## config.mk

```make
export PLATFORM = sky130hd
export DESIGN_NAME = nhr_ctrl
export DESIGN_NICKNAME = d
export VERILOG_FILES = /design/src/hw/rtl/nhr_pkg.sv /design/src/hw/rtl/nhr_ctrl.sv
export SDC_FILE = /design/constraint.sdc
export NUM_CORES = 1
export LEC_CHECK = 0
export BUFFER_PORTS_ARGS = -buffer_cell sky130_fd_sc_hd__buf_2
export CORE_AREA = 2 2 39 41
export CTS_CLUSTER_DIAMETER = 60
export DETAILED_ROUTE_END_ITERATION = 10
export DIE_AREA = 0 0 41 43
export GPL_TIMING_DRIVEN = 0
export PLACE_DENSITY = 0.38
export SLEW_MARGIN = 20
export SYNTH_ARGS = -nofsm -noshare
export SYNTH_HDL_FRONTEND = slang
export SYNTH_SLANG_ARGS = --single-unit
export TNS_END_PERCENT = 20
```

## constraint.sdc

```tcl
create_clock -name clk -period 2.4 [get_ports clk]
set_input_delay 0.12 -clock clk [delete_from_list [all_inputs] [get_ports clk]]
set_output_delay 0.12 -clock clk [all_outputs]
set_load 0.02 [all_outputs]
```

## src/hw/rtl/nhr_pkg.sv

```systemverilog
// ----------------------------------------------------------------------------
// nhr_pkg
// Shared types, codes and defaults for the next-hop resolver.
// ----------------------------------------------------------------------------
`default_nettype none

package nhr_pkg;

  localparam int ADDR_W           = 64;
  localparam int IDX_W            = 5;
  localparam int LINK_SLOTS_DEF   = 32;
  localparam int ROUTE_SLOTS_DEF  = 32;

  // Item operation codes; code 3 is unused and does nothing.
  typedef enum logic [1:0] {
    OP_LINK_WR  = 2'd0,
    OP_ROUTE_WR = 2'd1,
    OP_RESOLVE  = 2'd2
  } op_t;

  typedef enum logic [1:0] {
    ST_DIRECT    = 2'd0,
    ST_DEDICATED = 2'd1,
    ST_DEFAULT   = 2'd2,
    ST_NONE      = 2'd3
  } status_t;

  typedef enum logic [2:0] {
    S_IDLE,
    S_LINK,
    S_ROUTE,
    S_DRAIN,
    S_FINISH
  } state_t;

  typedef struct packed {
    logic [ADDR_W-1:0] sender;
    logic [ADDR_W-1:0] receiver;
  } link_ent_t;

  typedef struct packed {
    logic [ADDR_W-1:0] owner;
    logic [ADDR_W-1:0] dest;
    logic [ADDR_W-1:0] hop;
    logic              is_default;
  } route_ent_t;

  // Controller to datapath
  typedef struct packed {
    logic start;
    logic link_wr;
    logic route_wr;
    logic link_rd;
    logic route_rd;
    logic addr_clr;
    logic addr_inc;
    logic load_out;
  } cmd_t;

  // Datapath to controller
  typedef struct packed {
    logic link_last;
    logic route_last;
    logic out_busy;
  } stat_t;

endpackage

`default_nettype wire

```

## src/hw/rtl/nhr_ctrl.sv

```systemverilog
// ----------------------------------------------------------------------------
// nhr_ctrl
// Sequencer: accepts items, steps the table scans, loads the result.
// ----------------------------------------------------------------------------
`default_nettype none

module nhr_ctrl import nhr_pkg::*; (
  input  wire logic       clk,
  input  wire logic       rst_n,
  input  wire logic       in_valid,
  output      logic       in_ready,
  input  wire logic [1:0] opcode,
  input  wire stat_t      stat,
  output      cmd_t       cmd
);

  state_t state_r;
  state_t state_nxt;

  always_ff @(posedge clk) begin
    if (!rst_n) begin
      state_r <= S_IDLE;
    end else begin
      state_r <= state_nxt;
    end
  end

  always_comb begin
    state_nxt = state_r;
    case (state_r)
      S_IDLE: begin
        if (in_valid && (opcode == OP_RESOLVE)) begin
          state_nxt = S_LINK;
        end
      end
      S_LINK: begin
        if (stat.link_last) begin
          state_nxt = S_ROUTE;
        end
      end
      S_ROUTE: begin
        if (stat.route_last) begin
          state_nxt = S_DRAIN;
        end
      end
      S_DRAIN: begin
        state_nxt = S_FINISH;
      end
      S_FINISH: begin
        if (!stat.out_busy) begin
          state_nxt = S_IDLE;
        end
      end
      default: begin
        state_nxt = S_IDLE;
      end
    endcase
  end

  always_comb begin
    cmd      = '0;
    in_ready = 1'b0;
    case (state_r)
      S_IDLE: begin
        // ready is held high throughout idle, so valid alone marks the accept
        in_ready     = 1'b1;
        cmd.link_wr  = in_valid && (opcode == OP_LINK_WR);
        cmd.route_wr = in_valid && (opcode == OP_ROUTE_WR);
        cmd.start    = in_valid && (opcode == OP_RESOLVE);
        cmd.addr_clr = cmd.start;
      end
      S_LINK: begin
        cmd.link_rd  = 1'b1;
        cmd.addr_clr = stat.link_last;
        cmd.addr_inc = !stat.link_last;
      end
      S_ROUTE: begin
        cmd.route_rd = 1'b1;
        cmd.addr_inc = !stat.route_last;
      end
      S_DRAIN: begin
        cmd = '0;
      end
      S_FINISH: begin
        cmd.load_out = !stat.out_busy;
      end
      default: begin
        cmd = '0;
      end
    endcase
  end

endmodule

`default_nettype wire

```

==> results of run 1 <==
[stage by stage]
step	cells	power, mW	setup WS [ns]	hold WS, ns
3_3_place_gp	64	0.0952	1.02	0.404
3_5_place_dp	64	0.0945	1.04	0.398
6_report	68	0.182	0.762	0.161
2_1_floorplan	32	0.0785	0.521	0.270
4_1_cts	68	0.186	0.785	0.156
5_1_grt	68	0.195	0.712	0.164
[placed cells by master, fill, tap and decap left out]
cell,synthesis,final
a31oi_1,1,1
buf_6,1,1
nor4bb_1,1,1
or4_1,1,1
buf_2,1,17
and4b_1,1,1
nor2_1,5,5
or3_1,1,1
nor3b_1,2,2
mux2_2,1,1
or2b_1,1,1
nor3_1,2,2
o22ai_1,1,1
clkbuf_4,0,3
a211oi_1,1,1
a21oi_1,2,2
nand3b_1,1,1
dfxtp_1,3,3
inv_1,1,1
nand2b_1,1,1
clkbuf_1,0,1
nand2_1,4,4
[critical path, delay by kind of cell (launching register included)]
family	cells	cell delay, ns
buf+inv	2	0.37
simple gates	1	0.37
flops	1	0.28
compound gates	1	0.26
[worst paths after layout]
kind / start / slack (ns) / cells after the start / end
setup / recovery: state_r[0]$_SDFFE_PN0P_ / 0.76 / 4 / cmd[2]
hold / removal: stat[0] / 0.16 / 3 / state_r[2]$_SDFFE_PN0P_
setup reg to reg: state_r[0]$_SDFFE_PN0P_ / 1.25 / 3 / state_r[0]$_SDFFE_PN0P_
hold reg to reg: state_r[0]$_SDFFE_PN0P_ / 0.63 / 3 / state_r[2]$_SDFFE_PN0P_
[area by class of cell]
type / count / area (um2)
buffer: 2 / 16.3
multi-input combinational: 26 / 155
fill: 165 / 1020
tap: 16 / 20.0
timing repair buffer: 16 / 80.1
clock buffer: 4 / 26.3
sequential: 3 / 60.1
inverter: 1 / 3.75
[power groups by stage]
stage          sequential (mW)  clock, mW  combinational [mW]
2_1_floorplan           0.0527          0              0.0258
3_3_place_gp            0.0528          0              0.0424
3_5_place_dp            0.0527          0              0.0417
4_1_cts                 0.0520     0.0924              0.0418
5_1_grt                 0.0520     0.0969              0.0457
6_report                0.0520     0.0878              0.0418
[metal layers]
layer	track usage [%]	vias to the layer above	share of wire [%]
met5	0	-	0
met4	4.00	0	0
met3	4.71	0	9.9
met2	10.0	14	39
met1	11.6	116	51
li1	-	156	-
[kinds of logic (layout without fill, tap and decap cells)]
| group | count (synthesis) | count (layout) |
|---|---|---|
| flops | 3 | 3 |
| compound gates | 5 | 5 |
| buf+inv | 3 | 23 |
| mux | 1 | 1 |
| simple gates | 20 | 20 |
==> run_results.csv, run 1 <==
group,metric,value,unit
outcome,status,"finished clean",
logic_synthesis,synth.avg_cell_area,7.35,um2
job,drv_cap,0,
setup_path,path_cells,"buf_2, or3_1, a211oi_1, buf_2",
sta,finalClockSkew,0.00282,ns
die,dieWidth,41,um
setup_path,crit_top_cell,"buf_2",
power_and_ir_drop,leakage,0.178,nW
setup_path,worstSetupPathType,"register to output pin",
logic_synthesis,ys_top_cells_by_area,"dfxtp_1 26%, nor2_1 8.0%, nand2_1 6.4%",
drt,drt-pass1-iter-count,4,
logic_synthesis,synth-simple-area-share,48.4,%
place,place_hpwl,456,um
sta,hold_viol,0,
clock_tree,clock_latency,0.23,ns
logic_synthesis,synth_edf_count,0,
sta,setup_tns,0,ns
setup_path,crit_required,2.28,ns
setup_path,slowest_delay,0.37,ns
logic_synthesis,async_reset_ff_share,0,%
clock_tree,max-clock-path-buffers,2,
logic_synthesis,syn_nets,40,
global_route,grt_pass1_wl,979,um
logic_synthesis,synth_cell_types,20,
clock_tree,numClockSinks,3,
logic_synthesis,synth_common_cells,"5 x nor2_1, 4 x nand2_1, 3 x dfxtp_1",
logic_synthesis,synth_ff_type,"dfxtp_1",
logic_synthesis,synth_warnings,0,
clock_tree,hold_buffers,0,
clock_tree,numCtsBuffers,3,
setup_path,worstSetupEndpointType,"output pin",
drt,postRouteWirelength,608,um
sta,slew_violations,0,
logic_synthesis,synth_xor_area_share,0,%
layout,final_util,26.1,%
drt,num_vias,286,
power_and_ir_drop,p_per_area,502,nW/um2
drt,viasPerCell,4.21,
logic_synthesis,netlist.area_leader.share,25.5,%
clock_tree,tritoncts,"done",
sta,slew-limit-headroom,76.0,%
die,core_area,1380,um2
setup_path,worstPathMaxFanout,10,
drt,postRouteAntennaNets,0,
power_and_ir_drop,pwr-share-comb,23.0,%
sta,worst_pin_slew,0.357,ns
logic_synthesis,syn_inst,32,
die,die_area,1760,um2
logic_synthesis,synth_seq_cells,3,
logic_synthesis,seq_area_frac_synth,25.5,%
place,port_buffers,16,
logic_synthesis,yosys.area.top_type,"dfxtp_1",
layout,area_growth,53.7,%
power_and_ir_drop,power.net_switching,0.0502,mW
power_and_ir_drop,power_frac_seq,28.6,%
die,start_util,17.0,%
layout,n_antenna_cell,0,
drt,post-route-drc-count,0,
drt,wl_per_cell,8.94,um
hold_path,min_path_type,"input pin to register",
clock_tree,cts_root_buf,"clkbuf_4",
logic_synthesis,syn_area,235,um2
layout,fin_nets,61,
power_and_ir_drop,p_clk_share,48.3,%
place,gp_congestion,0.679,
power_and_ir_drop,ir_drop,0.134,mV
global_route,grt_pass1_vias,245,
die,ios,17,
logic_synthesis,synth_top_family_by_area,"simple AND/OR/NAND/NOR gates",
setup_path,cp-start-kind,"register",
power_and_ir_drop,p_int,0.132,mW
clock_tree,path_clk_slew,0.04,ns
global_route,antenna_found_initial,0,
logic_synthesis,synth-compound-area-share,12.8,%
layout,design_area,362,um2
clock_tree,htreeDepth,1,
clock_tree,cts_resized,0,
sta,fin_crit_sh,68.2,%
place,postPlaceCellArea,335,um2
clock_tree,cts_setup_buffers,0,
sta,clock.fmax,611,MHz
die,std_cell_rows,14,
setup_path,cp_slowest_cell,"or3_1",
global_route,grt_max_degree,11,
logic_synthesis,synth.most_common_cell,"nor2_1",
die,fp.dieH,43,um
sta,rsz0062_at_grt,"false",
global_route,gr-total-overflow,0,
power_and_ir_drop,swShare,27.6,%
global_route,grt_usage,8.33,%
drt,first_iter_violations,4,
layout,max_flop_register,"state_r",
layout,drive_above_1_share,42.3,%
sta,setup_viol,0,
sta,finalCriticalPeriod,1.64,ns
layout,largest_register_ffs,3,
logic_synthesis,synthAdderAreaFrac,0,%
setup_path,worstPathArrival,1.52,ns
logic_synthesis,synth_mux_area_share,4.79,%
layout,reg_top3,"state_r (3)",
(Power assumes the default switching activity.)
==> run 2: changes to the inputs <==
--- a/config.mk
+++ b/config.mk
@@ -5,13 +5,14 @@
 export SDC_FILE = /design/constraint.sdc
 export NUM_CORES = 1
 export LEC_CHECK = 0
+export ABC_AREA = 1
 export BUFFER_PORTS_ARGS = -buffer_cell sky130_fd_sc_hd__buf_2
 export CORE_AREA = 2 2 39 41
 export CTS_CLUSTER_DIAMETER = 60
 export DETAILED_ROUTE_END_ITERATION = 10
 export DIE_AREA = 0 0 41 43
 export GPL_TIMING_DRIVEN = 0
-export PLACE_DENSITY = 0.38
+export PLACE_DENSITY = 0.41
 export SLEW_MARGIN = 20
 export SYNTH_ARGS = -nofsm -noshare
 export SYNTH_HDL_FRONTEND = slang
==> constraint.sdc (replaced) <==
create_clock -name clk -period 1.5 [get_ports clk]
set_input_delay 0.075 -clock clk [delete_from_list [all_inputs] [get_ports clk]]
set_output_delay 0.075 -clock clk [all_outputs]
set_load 0.02 [all_outputs]
==> run 2 against run 1 <==
  * Register-to-register slack got worse by 0.85 ns
  * Sequential cell count did not move
  * Final area rose by 4.5%
  * Largest cell class unchanged
  * Non-clock buffer count fell by 2
  * Hold slack got worse by 0.054 ns
  * Clock skew fell by 0.0013 ns
  * Critical path depth did not move
  * Combinational power rose to 3.2 times the previous value
  * Die area did not move
  * Core utilization rose by 1.2 points
  * Via count rose by 5.6%
  * Largest power group unchanged
  * Routed wire length rose by 3.0%
==> run_results.csv, run 2 <==
group,metric,value,unit
clock_tree,hold_buffers,0,
setup_path,r2r_start,"state_r[0]$_SDFFE_PN0P_",
logic_synthesis,syn_area,245,um2
sta,finalClockSkew,0.00155,ns
sta,worst_pin_slew,0.211,ns
global_route,antenna_found_initial,0,
hold_path,min_path_type,"input pin to register",
place,dp_slack,0.344,ns
setup_path,r2r_end,"state_r[1]$_SDFFE_PN0P_",
clock_tree,cts_resized,0,
sta,slew_violations,0,
setup_path,cp-endpoint,"cmd[5]",
logic_synthesis,synth_edf_count,0,
clock_tree,numCtsBuffers,3,
die,dieWidth,41,um
sta,hold_viol,0,
drt,post-route-drc-count,0,
sta,fin_crit_sh,92.2,%
logic_synthesis,synth_warnings,0,
logic_synthesis,ys_top_cells_by_area,"dfxtp_1 24%, inv_1 17%, nand3_1 10%",
clock_tree,numClockSinks,3,
setup_path,worstSetupPathType,"register to output pin",
logic_synthesis,syn_inst,41,
drt,drt-pass1-iter-count,2,
clock_tree,cts_root_buf,"clkbuf_4",
outcome,status,"finished clean",
layout,multi_input_area,146,um2
setup_path,worstPathMaxFanout,6,
drt,viasPerCell,3.92,
drt,postRouteAntennaNets,0,
die,core_area,1380,um2
power_and_ir_drop,pwr-share-comb,36.2,%
layout,n_antenna_cell,0,
setup_path,worstPathArrival,1.31,ns
layout,area_growth,54.1,%
sta,clock.fmax,723,MHz
drt,num_vias,302,
logic_synthesis,async_reset_ff_share,0,%
layout,fin_nets,70,
sta,slew-limit-headroom,85.8,%
layout,mostFrequentLayoutCells,"16 x buf_2, 11 x inv_1, 5 x nand2_1, 5 x nor2_1, 5 x nand3_1",
layout,drive_above_1_share,42.6,%
global_route,grt_pass1_wl,979,um
die,die_area,1760,um2
global_route,grt_pass1_vias,277,
die,start_util,17.7,%
clock_tree,max-clock-path-buffers,2,
drt,first_iter_violations,2,
layout,fill_cells,172,
logic_synthesis,synth_cell_types,13,
job,drv_cap,0,
layout,reg_top3,"state_r (3)",
logic_synthesis,synth_common_cells,"11 x inv_1, 5 x nand2_1, 5 x nand3_1, 5 x nor2_1",
sta,finalCriticalPeriod,1.38,ns
logic_synthesis,seq_area_frac_synth,24.5,%
drt,wl_per_cell,8.13,um
place,gp_congestion,0.629,
power_and_ir_drop,swShare,36.9,%
sta,rsz0062_at_grt,"true",
clock_tree,path_clk_slew,0.04,ns
power_and_ir_drop,ir_drop,0.270,mV
layout,final_common_cell,"buf_2",
drt,postRouteWirelength,626,um
setup_path,worstSetupEndpointType,"output pin",
clock_tree,clock_latency,0.23,ns
setup_path,r2r_cells,6,
setup_path,crit_required,1.42,ns
global_route,grt_max_degree,7,
clock_tree,cts_setup_buffers,0,
die,std_cell_rows,14,
logic_synthesis,synth_ff_type,"dfxtp_1",
logic_synthesis,synth.avg_cell_area,5.98,um2
die,fp.dieH,43,um
sta,finalWorstSetupSlack,0.116,ns
clock_tree,tritoncts,"done",
layout,largest_register_ffs,3,
setup_path,crit_start,"state_r[0]$_SDFFE_PN0P_",
power_and_ir_drop,power_frac_seq,26.0,%
die,ios,17,
setup_path,ff2ff_setup_slack,0.40,ns
power_and_ir_drop,power.net_switching,0.136,mW
logic_synthesis,synth.most_common_cell,"inv_1",
place,place_hpwl,511,um
place,port_buffers,16,
layout,regArea,60.1,um2
sta,setup_tns,0,ns
clock_tree,htreeDepth,1,
global_route,grt_usage,8.73,%
logic_synthesis,syn_nets,49,
sta,setup_viol,0,
logic_synthesis,synth_seq_cells,3,
layout,design_area,378,um2
logic_synthesis,netlist.area_leader.share,24.5,%
setup_path,cp-start-kind,"register",
power_and_ir_drop,p_per_area,976,nW/um2
power_and_ir_drop,p_clk_share,37.7,%
logic_synthesis,yosys.area.top_type,"dfxtp_1",
power_and_ir_drop,p_total,0.369,mW
power_and_ir_drop,leakage,0.219,nW
layout,max_flop_register,"state_r",
global_route,gr-total-overflow,0,
place,postPlaceCellArea,345,um2
power_and_ir_drop,p_int,0.233,mW
-- run 2: cell count changes after synthesis, moves of 2 or more --
| cell | change |
|---|---|
| inv_1 | +10 |
| nand3_1 | +5 |
| nor2_2 | +2 |
| nor3_1 | -2 |
| nor3b_1 | -2 |
| nor4_1 | +2 |
-- run 2: layer usage --
| layer | vias to the layer above | GRT usage (%) | share of wire, % |
|---|---|---|---|
| met4 | 0 | 10.0 | 0 |
| met2 | 14 | 10.6 | 44 |
| met1 | 121 | 10.3 | 44 |
| met3 | 0 | 3.14 | 12 |
| met5 | - | 0 | 0 |
| li1 | 167 | - | - |
-- run 2: area by class of cell --
class / count / share of cell area [%]
sequential: 3 / 15.9
multi-input combinational: 26 / 38.7
clock buffer: 4 / 6.95
inverter: 12 / 11.9
timing repair buffer: 16 / 21.2
tap: 16 / 5.30
-- run 2: how the worst min path moves through the flow --
stage	startpoint	endpoint	slack, ns	cells after the start
floorplan	opcode[1]	cmd[5]	0.20	1
global placement	rst_n	state_r[2]$_SDFFE_PN0P_	0.36	3
detailed placement	rst_n	state_r[0]$_SDFFE_PN0P_	0.35	3
CTS	rst_n	state_r[0]$_SDFFE_PN0P_	0.11	3
global route	rst_n	state_r[2]$_SDFFE_PN0P_	0.13	3
finish	rst_n	state_r[0]$_SDFFE_PN0P_	0.11	3
-- run 2: through the flow --
step	instances	utilization [%]	hold slack (ns)
5_1_grt	77	27.3	0.130
3_3_place_gp	73	25.0	0.361
4_1_cts	77	26.9	0.108
3_5_place_dp	73	25.0	0.353
6_report	77	27.3	0.108
2_1_floorplan	41	-	0.203
-- run 2: critical path, stage by stage, from the launching register on --
cell     delay, ns
dfxtp_1       0.35
nor2_2        0.18
nand2_2       0.14
nor4b_2       0.22
buf_2         0.20
-- run 2: logic make-up after synthesis --
group / after synthesis / synth area share [%]
compound gates: 4 / 8.67
buf+inv: 12 / 18.4
flops: 3 / 24.5
simple gates: 22 / 48.5
-- run 2: power groups by stage --
| stage | sequential, mW | combinational [mW] | clock [mW] |
|---|---|---|---|
| final | 0.0959 | 0.134 | 0.139 |
| after CTS | 0.0957 | 0.133 | 0.148 |
| after global placement | 0.0972 | 0.132 | 0 |
| after global routing | 0.0969 | 0.152 | 0.151 |
| after detailed placement | 0.0968 | 0.133 | 0 |
| after floorplan | 0.0952 | 0.0910 | 0 |
==> run 3: changes to the inputs <==
==> constraint.sdc (replaced) <==
create_clock -name clk -period 1.2 [get_ports clk]
set_input_delay 0.06 -clock clk [delete_from_list [all_inputs] [get_ports clk]]
set_output_delay 0.06 -clock clk [all_outputs]
set_load 0.02 [all_outputs]
==> run 3 against run 2 <==
  * The flow now finishes with violations (negative setup slack)
  * Count of clock-buffer cells in the layout unchanged
  * Global-route usage decreased by 0.71 points
  * Cell count is 5.2% higher
  * Critical path depth stayed put
  * Hold slack got worse by 0.022 ns
  * Total power is 47% higher
  * Core utilization increased by 6.6 points
  * Critical endpoint unchanged
  * Largest cell class unchanged
  * Largest power group is now combinational logic
==> run_results.csv, run 3 (synthesized netlist as in run 2, its figures left out) <==
group,metric,value,unit
clock_tree,cts_root_buf,"clkbuf_4",
sta,setup_viol,1,
power_and_ir_drop,p_total,0.541,mW
drt,postRouteAntennaNets,0,
layout,max_flop_register,"state_r",
layout,final_util,33.9,%
sta,finalClockSkew,0.000571,ns
die,dieWidth,41,um
layout,final_common_cell,"buf_2",
sta,finalWorstSetupSlack,-0.0166,ns
layout,mostFrequentLayoutCells,"11 x buf_2, 10 x inv_1, 8 x buf_4",
drt,viasPerCell,4.14,
layout,area_growth,91.3,%
power_and_ir_drop,leakage,0.250,nW
setup_path,cp-start-kind,"register",
global_route,antenna_found_initial,0,
setup_path,worstPathArrival,1.16,ns
outcome,status,"finished, violations left",
clock_tree,tritoncts,"done",
drt,wl_per_cell,8.36,um
place,port_buffers,16,
global_route,grt_usage,8.02,%
job,drv_cap,0,
sta,fin_crit_sh,101,%
drt,drt-pass1-iter-count,1,
place,dp_slack,0.0682,ns
sta,rsz0062_at_grt,"true",
die,std_cell_rows,14,
drt,postRouteWirelength,677,um
sta,slew-limit-headroom,87.6,%
global_route,grt_pass1_vias,273,
layout,largest_register_ffs,3,
clock_tree,path_clk_slew,0.04,ns
layout,fin_nets,74,
setup_path,slowest_delay,0.36,ns
clock_tree,numCtsBuffers,3,
place,gp_congestion,0.698,
setup_path,worstSetupEndpointType,"output pin",
sta,finalCriticalPeriod,1.22,ns
die,die_area,1760,um2
sta,worst_pin_slew,0.185,ns
drt,first_iter_violations,0,
setup_path,cp_slowest_cell,"dfxtp_4",
place,place_hpwl,535,um
setup_path,crit_required,1.14,ns
power_and_ir_drop,ir_drop,0.648,mV
outcome,violations,"negative setup slack",
die,start_util,17.7,%
sta,whs,0.0851,ns
global_route,grt_max_degree,7,
sta,setup_tns,-0.0166,ns
layout,drive_above_1_share,56.9,%
die,fp.dieH,43,um
setup_path,worstSetupPathType,"register to output pin",
layout,multi_input_area,183,um2
sta,slew_violations,0,
clock_tree,max-clock-path-buffers,2,
global_route,grt_pass1_wl,979,um
clock_tree,htreeDepth,1,
clock_tree,clock_latency,0.23,ns
global_route,gr-total-overflow,0,
sta,clock.fmax,822,MHz
sta,hold_viol,0,
hold_path,min_path_type,"input pin to register",
setup_path,worstPathMaxFanout,6,
setup_path,path_cells,"nor2_4, nand2_4, nor4b_2, buf_4",
die,ios,17,
layout,n_antenna_cell,0,
die,core_area,1380,um2
power_and_ir_drop,p_per_area,1150,nW/um2
drt,post-route-drc-count,0,
layout,fill_cells,165,
drt,num_vias,335,
layout,regArea,66.3,um2
layout,reg_top3,"state_r (3)",
clock_tree,numClockSinks,3,
-- run 3: path summary, 6_finish.rpt --
check,from,endpoint,slack [ns],cells after the start
setup / recovery,state_r[0]$_SDFFE_PN0P_,cmd[5],-0.02,4
hold / removal,rst_n,state_r[2]$_SDFFE_PN0P_,0.09,3
setup reg to reg,state_r[0]$_SDFFE_PN0P_,state_r[0]$_SDFFE_PN0P_,0.12,7
hold reg to reg,state_r[0]$_SDFFE_PN0P_,state_r[2]$_SDFFE_PN0P_,0.53,2
-- run 3: power breakdown --
part | leakage (nW) | total, mW | internal (mW) | switching [mW]
Combinational | 0.209 | 0.242 | 0.113 | 0.129
Clock | 0.0150 | 0.174 | 0.124 | 0.0494
Sequential | 0.0261 | 0.125 | 0.110 | 0.0149
Total | 0.250 | 0.541 | 0.348 | 0.193
-- run 3: routing by layer --
| layer | track usage, % | wire length [um] |
|---|---|---|
| met1 | 8.63 | 283 |
| met2 | 12.8 | 334 |
| met3 | 1.57 | 59 |
| met4 | 6.00 | 0 |
| met5 | 0 | 0 |
-- run 3: timing repair --
action                                 4_1_cts  5_1_grt
endpoints found under the hold margin        0        0
buffers inserted                             4        0
setup endpoints to repair                    5        6
resized for setup                           10        9
hold buffers                                 0        0
pin swaps                                    4        1
-- run 3: layout make-up --
cell class,count,area share (%)
clock buffers,4,5.60
inverters,12,10.1
multi-input cells,26,38.9
flip-flops and latches,3,14.1
repair buffers,20,26.9
well taps,16,4.27
-- run 3: per-stage QoR --
stage | cell area (um2) | cells
6_report | 469 | 81
2_1_floorplan | 251 | 41
5_1_grt | 469 | 81
3_5_place_dp | 352 | 73
4_1_cts | 435 | 81
3_3_place_gp | 352 | 73
-- run 3: worst max-delay path, delay by kind of cell (launching register included) --
kind                   cells  cell delay [ns]
DFF                        1             0.36
buffers and inverters      1             0.18
and+or+nand+nor            3             0.39
